### src/sv/rau_pkg.sv
// Package for the rational arithmetic unit: widths, operation codes,
// controller states and the command/status structs. No dependencies.
`timescale 1ns / 1ps
`default_nettype none
package rau_pkg;
  localparam int OPW = 16;
  localparam int MW = 2 * OPW + 1;
  localparam int NUMW = 33;
  localparam int DENW = 31;
  localparam int CW = $clog2(MW + 1);

  localparam logic [1:0] DSEL_ADEN = 2'd0;
  localparam logic [1:0] DSEL_BDEN = 2'd1;
  localparam logic [1:0] DSEL_NUM = 2'd2;
  localparam logic [1:0] DSEL_DEN = 2'd3;

  typedef enum logic [1:0] {
    OP_ADD = 2'd0,
    OP_MUL = 2'd1,
    OP_DIV = 2'd2,
    OP_BAD = 2'd3
  } op_e;

  typedef enum logic [3:0] {
    S_IDLE, S_LOAD, S_G1, S_DIVA, S_DIVB, S_FORM, S_GINIT, S_G2, S_RED_N,
    S_RED_D, S_DONE, S_OUT
  } state_e;

  typedef struct packed {
    logic load;
    logic gcd_init_den;
    logic gcd_init_res;
    logic gcd_step;
    logic div_start;
    logic [1:0] div_sel;
    logic div_step;
    logic form;
    logic finish;
  } cmd_t;

  typedef struct packed {
    logic err;
    logic num_zero;
    logic gcd_done;
    logic div_done;
    logic is_add;
  } sts_t;
endpackage
`default_nettype wire

### src/sv/rau_ctrl.sv
// Controller for the rational arithmetic unit: sequences GCD and
// division steps in the datapath. Depends on rau_pkg.
`timescale 1ns / 1ps
`default_nettype none
module rau_ctrl (
  input  wire logic         clk_i,
  input  wire logic         rst_ni,
  input  wire logic         in_valid_i,
  output logic              in_ready_o,
  output logic              out_valid_o,
  input  wire logic         out_ready_i,
  output rau_pkg::cmd_t     cmd_o,
  input  wire rau_pkg::sts_t sts_i
);
  import rau_pkg::*;
  state_e state_q, state_d;

  always_ff @(posedge clk_i or negedge rst_ni) begin
    if (!rst_ni) state_q <= S_IDLE;
    else state_q <= state_d;
  end

  always_comb begin
    state_d = state_q;
    unique case (state_q)
      S_IDLE: if (in_valid_i) state_d = S_LOAD;
      S_LOAD: begin
        if (sts_i.err) state_d = S_DONE;
        else if (sts_i.is_add) state_d = S_G1;
        else state_d = S_FORM;
      end
      S_G1: if (sts_i.gcd_done) state_d = S_DIVA;
      S_DIVA: if (sts_i.div_done) state_d = S_DIVB;
      S_DIVB: if (sts_i.div_done) state_d = S_FORM;
      S_FORM: state_d = S_GINIT;
      S_GINIT: state_d = S_G2;
      S_G2: begin
        if (sts_i.num_zero) state_d = S_DONE;
        else if (sts_i.gcd_done) state_d = S_RED_N;
      end
      S_RED_N: if (sts_i.div_done) state_d = S_RED_D;
      S_RED_D: if (sts_i.div_done) state_d = S_DONE;
      S_DONE: state_d = S_OUT;
      S_OUT: if (out_ready_i) state_d = S_IDLE;
      default: state_d = S_IDLE;
    endcase
  end

  always_comb begin
    cmd_o = '0;
    in_ready_o = 1'b0;
    out_valid_o = 1'b0;
    unique case (state_q)
      S_IDLE: begin
        in_ready_o = 1'b1;
        cmd_o.load = in_valid_i;
      end
      S_LOAD: cmd_o.gcd_init_den = sts_i.is_add & ~sts_i.err;
      S_G1: begin
        cmd_o.gcd_step = 1'b1;
        cmd_o.div_start = sts_i.gcd_done;
        cmd_o.div_sel = DSEL_ADEN;
      end
      S_DIVA: begin
        cmd_o.div_step = 1'b1;
        cmd_o.div_start = sts_i.div_done;
        cmd_o.div_sel = DSEL_BDEN;
      end
      S_DIVB: cmd_o.div_step = 1'b1;
      S_FORM: cmd_o.form = 1'b1;
      S_GINIT: cmd_o.gcd_init_res = 1'b1;
      S_G2: begin
        cmd_o.gcd_step = ~sts_i.num_zero;
        cmd_o.div_start = sts_i.gcd_done & ~sts_i.num_zero;
        cmd_o.div_sel = DSEL_NUM;
      end
      S_RED_N: begin
        cmd_o.div_step = 1'b1;
        cmd_o.div_start = sts_i.div_done;
        cmd_o.div_sel = DSEL_DEN;
      end
      S_RED_D: cmd_o.div_step = 1'b1;
      S_DONE: cmd_o.finish = 1'b1;
      S_OUT: out_valid_o = 1'b1;
      default: ;
    endcase
  end
endmodule
`default_nettype wire

### config.mk
export PLATFORM = sky130hd
export DESIGN_NAME = rau_ctrl
export DESIGN_NICKNAME = d
export VERILOG_FILES = /design/src/sv/rau_pkg.sv /design/src/sv/rau_ctrl.sv
export SDC_FILE = /design/constraint.sdc
export NUM_CORES = 1
export LEC_CHECK = 0
export BUFFER_PORTS_ARGS = -buffer_cell sky130_fd_sc_hd__buf_2
export CAP_MARGIN = 10
export CORE_MARGIN = 4
export CORE_UTILIZATION = 25
export DETAILED_ROUTE_END_ITERATION = 6
export HOLD_SLACK_MARGIN = 0.1
export PLACE_DENSITY_LB_ADDON = 0.08
export REMOVE_ABC_BUFFERS = 1
export SLEW_MARGIN = 20
export SYNTH_ARGS = -nofsm -noshare
export SYNTH_HDL_FRONTEND = slang
export SYNTH_SLANG_ARGS = --single-unit
### constraint.sdc
create_clock -name clk_i -period 2.4 [get_ports clk_i]
set_clock_uncertainty 0.1 [all_clocks]
set_input_delay 0.24 -clock clk_i [delete_from_list [all_inputs] [get_ports clk_i]]
set_output_delay 0.24 -clock clk_i [all_outputs]
set_load 0.02 [all_outputs]
# Yosys cells after proc, flatten, opt, wreduce, memory -nomap -nowiden
# Cells that the tools add are included.
# Widths: inputs -> output; s select.
dict set report op_classes {
  n_eq_ne 19
  mux 22
  bitwise_logic 4
  reduce_logical 3
}
# operator count
set op_table {}
lappend op_table {{$pmux 4 s12} 1}
lappend op_table {{$mux 4} 10}
lappend op_table {{$eq 4x3->1 const B} 4}
lappend op_table {{$eq 4x4->1 const B} 4}
lappend op_table {{$ne 2x2->1 const B} 7}
lappend op_table {{$pmux 3 s4} 1}
lappend op_table {{$eq 4x2->1 const B} 2}
lappend op_table {{$mux 1} 8}
lappend op_table {{$reduce_and 8->1} 1}
lappend op_table {{$eq 4x1->1 const B} 1}
lappend op_table {{$logic_not 4->1} 1}
lappend op_table {{$reduce_or 4->1} 1}
lappend op_table {{$mux 3} 1}
lappend op_table {{$ne 3x3->1 const B} 1}
lappend op_table {{$and 1x1->1} 2}
lappend op_table {{$not 1->1} 2}
lappend op_table {{$pmux 1 s2} 1}
dict set report totals {
  ff_bits 4
  inputBits 9
  output_inout_bits 12
  wordCells 49
}

# Longest topological paths before layout
dict set report logic_depth {
  word_depth 3
  mapped_depth 5
}

# Worst setup path after synthesis
# No wires, ideal clock.
dict set report synth_path {
  path_kind {register to output}
  from {register state_q[2]}
  to {output port cmd_o[5] in the netlist's numbering}
  t_arrival_ns 1.789
  required_time_ns 2.060
  setup_slack_ns 0.271
  stages_incl_launch_ff 5
  n_path_buf 1
  path_cell_list {dfrtp_1 > buf_4 > or2_1 > a211oi_1 > a22o_1}
}
# element line_no
set synth_rtl {}
lappend synth_rtl {{start: declaration} rau_ctrl.sv:16} ;# state_e state_q, state_d;
lappend synth_rtl {{start signal: assignment} rau_ctrl.sv:20} ;# else state_q <= state_d;
lappend synth_rtl {{end: declaration} rau_ctrl.sv:12} ;# output rau_pkg::cmd_t cmd_o,

# Worst setup path in the final report
dict set report layout_path {
  from {register state_q[3]}
  to {register state_q[0]}
}
dict set report layout_between {
  elab_chain_len 3
  word_cells_on_any_way 22
  classes_between {19 x eq/ne; 1 x mux; 2 x reduce/logical}
}
# element line_no
set layout_rtl {}
lappend layout_rtl {{$eq 4x3->1, or another cell as far along} rau_ctrl.sv:25} ;# unique case (state_q)
lappend layout_rtl {{$ne 3x3->1 (no source line) / $ne 2x2->1 (equally long branches)} -}
lappend layout_rtl {{$reduce_and 8->1 (no source line)} -}
# Parallel ways exist; a longest one is shown, timed or not.
# A chain may end at the register's enable or synchronous reset.

==> results.toml <==
[setup_path]
endpoint_kind = "flop"
critPathMaxStageDelay_ns = 0.60
cp.required_ns = 2.40
r2r_slack_ns = 0.21
worst-path-stages = 4
startpoint = "state_q[3]"
crit_path_top_delay_cell = "or4b_4"
crit_arrival_ns = 2.19
crit_path_end = "state_q[0]"
worstSetupPathType = "flop to flop"
cp_max_fo = 12
startpoint_type = "flop"
reg2reg_to = "state_q[0]"
worstRegToRegCells = 4
path_cells = "or4b_4 -> a31oi_4 -> nor4_1 -> or4b_1"
r2r-start = "state_q[3]"
path_delay_family = "simple AND/OR/NAND/NOR gates"
critical_path_buf_inv_count = 0

[logic_synthesis]
yosysSeqAreaShare_pct = 18.1
syn-cell-area_sq_um = 552
synth_cell_types = 41
synth_edf_count = 0
synth.avg_cell_area_sq_um = 8.24
synthArstFlopShare_pct = 100
synth-seq-cells = 4
yosysWarningCount = 0
ys.flop_type = "dfrtp_1"
syn-instance-count = 67

[global_route]
grt_usage_pct = 12.5
grt_max_degree = 15
grt_first_pass_wirelength_mm = 2.57
first_global_vias = 558
antenna_found_initial = 0
grt_overflow = 0

[finish]
final_cell_area_sq_um = 721
area.growth.synth_to_final_pct = 30.6
largest_register_ffs = 4
fill_cells = 225
layout_common_cells = "buf_2 (20), nor2_1 (9), buf_4 (6)"
num-nets-final = 102
largest_register = "state_q"
final_common_cell = "buf_2"
antennaDiodeCount = 0
drive_gt1_share_pct = 38.5
reg_top3 = "state_q x4"

[power]
p_switching_uw = 522
ir_drop_mv = 0.386
sw_frac_of_total_pct = 52.6
p_leak_uw = 0.000315
p_seq_share_pct = 18.4
p_per_area_mw_per_mm2 = 1380
combPwrFrac_pct = 73.1
internal-power_uw = 470
clkPwrFrac_pct = 8.5

[timing]
rsz0062_at_grt = "false"
setup_violations = 0
hold_violations = 0
slew_headroom_pct = 70.9
period_share_pct = 91.2
period_minus_slack_ns = 2.19
fmax_mhz = 457
worst_pin_slew_ns = 0.436
slew_violations = 0
fin_setup_tns_ns = 0

[route]
ant_nets = 0
drc = 0
drt_pass1_iterations = 4
drt_iter0_drc = 18
wl_mm = 1.59
wl_per_cell_um = 13.5
via_per_inst = 5.07
via_count = 598

[die]
rows = 16
die_w_um = 55.0
die_h_um = 55.0
initial_core_util_pct = 27.3
pin_count = 21
core_area_sq_mm = 0.00202
dieArea_sq_mm = 0.00302

[placed_design]
place_congestion = 0.713
dpl-instance-area_sq_um = 688
dpl.hpwl_mm = 1.30
io_buffers = 20

[run_status]
status = "finished clean"

[flow_run]
max-cap-violations = 0

[clocking]
path_clk_slew_ns = 0.04
cts_root_buf = "clkbuf_4"
cts_tree = "built"
cts_resized = 0
post-cts-setup-buffer-count = 0
cts.sinks = 4
clkLatencyLatePin_ns = 0.24
cts_buffers = 3
clk_path_buf_depth = 2
cts_max_level = 1

[hold_path]
hold_path_class = "primary input to asynchronous set/reset pin"
## routing by layer
| layer | wire (um) | up-vias | track usage [%] |
|---|---|---|---|
| li1 | - | 307 | - |
| met1 | 745 | 269 | 16.1 |
| met2 | 744 | 18 | 19.7 |
| met3 | 59 | 4 | 0.804 |
| met4 | 40 | 0 | 8.50 |
| met5 | 0 | - | 0 |
## cell families after synthesis
group | count (synthesis) | synth area share, %
buffers and inverters | 8 | 9.07
DFF | 4 | 18.1
AOI/OAI and AO/OA | 18 | 32.0
and+or+nand+nor | 37 | 40.8
## cells in the mapped netlist (all sizes together) (2+ instances only)
cell	n	share of area [%]
inv	2	1.4
a2111oi	2	6.6
clkbuf	2	1.4
a21oi	3	4.8
nor2	9	6.1
buf	4	6.3
nand2b	3	3.4
nor4	3	3.4
nor3b	2	2.7
or4b	2	4.3
dfrtp	4	18
nand2	5	3.4
nor3	2	1.8
a31oi	2	5.0
o31ai	2	2.7
## power groups by stage
stage / sequential (uW) / combinational [uW] / clock (uW)
floorplan: 201 / 462 / 0
finish: 183 / 725 / 84.1
detailed placement: 186 / 732 / 0
global placement: 186 / 740 / 0
CTS: 187 / 735 / 87.7
global route: 200 / 804 / 90.0
## metrics by stage
step / total power, uW / cells / hold slack, ns / util (%) / setup slack (ns)
global placement: 927 / 114 / -0.0506 / 34.0 / 0.237
CTS: 1010 / 118 / 0.229 / 35.6 / 0.201
floorplan: 663 / 61 / -0.156 / - / 0.194
finish: 992 / 118 / 0.232 / 35.6 / 0.212
detailed placement: 917 / 114 / -0.0508 / 34.0 / 0.220
global route: 1090 / 118 / 0.269 / 35.6 / 0.0665
## worst reg2reg max path, stage by stage (launching register included)
cell     delay, ns
dfrtp_1       0.49
or4b_4        0.60
a31oi_4       0.27
nor4_1        0.07
or4b_1        0.53
## layout make-up
cell class	count	area [sq um]	area share, %
Clock buffer	3	22.5	3.13
Timing Repair Buffer	27	155	21.5
Sequential cell	4	100	13.9
Inverter	2	7.51	1.04
Multi-Input combinational cell	55	402	55.7
Tap cell	27	33.8	4.69
## worst min-delay path by stage
stage | end | slack, ns | cells after the start
after floorplan | state_q[0] | -0.16 | 0
after global placement | state_q[1] | -0.05 | 1
after detailed placement | state_q[1] | -0.05 | 1
after CTS | state_q[0] | 0.23 | 2
after global routing | state_q[0] | 0.27 | 2
final | state_q[0] | 0.23 | 2
## what timing repair did
item                                    4_1_cts  5_1_grt
hold endpoints to repair                      4        0
endpoints found under the setup margin        0        0
hold buffers                                  1        0
(Power assumes the default switching activity.)
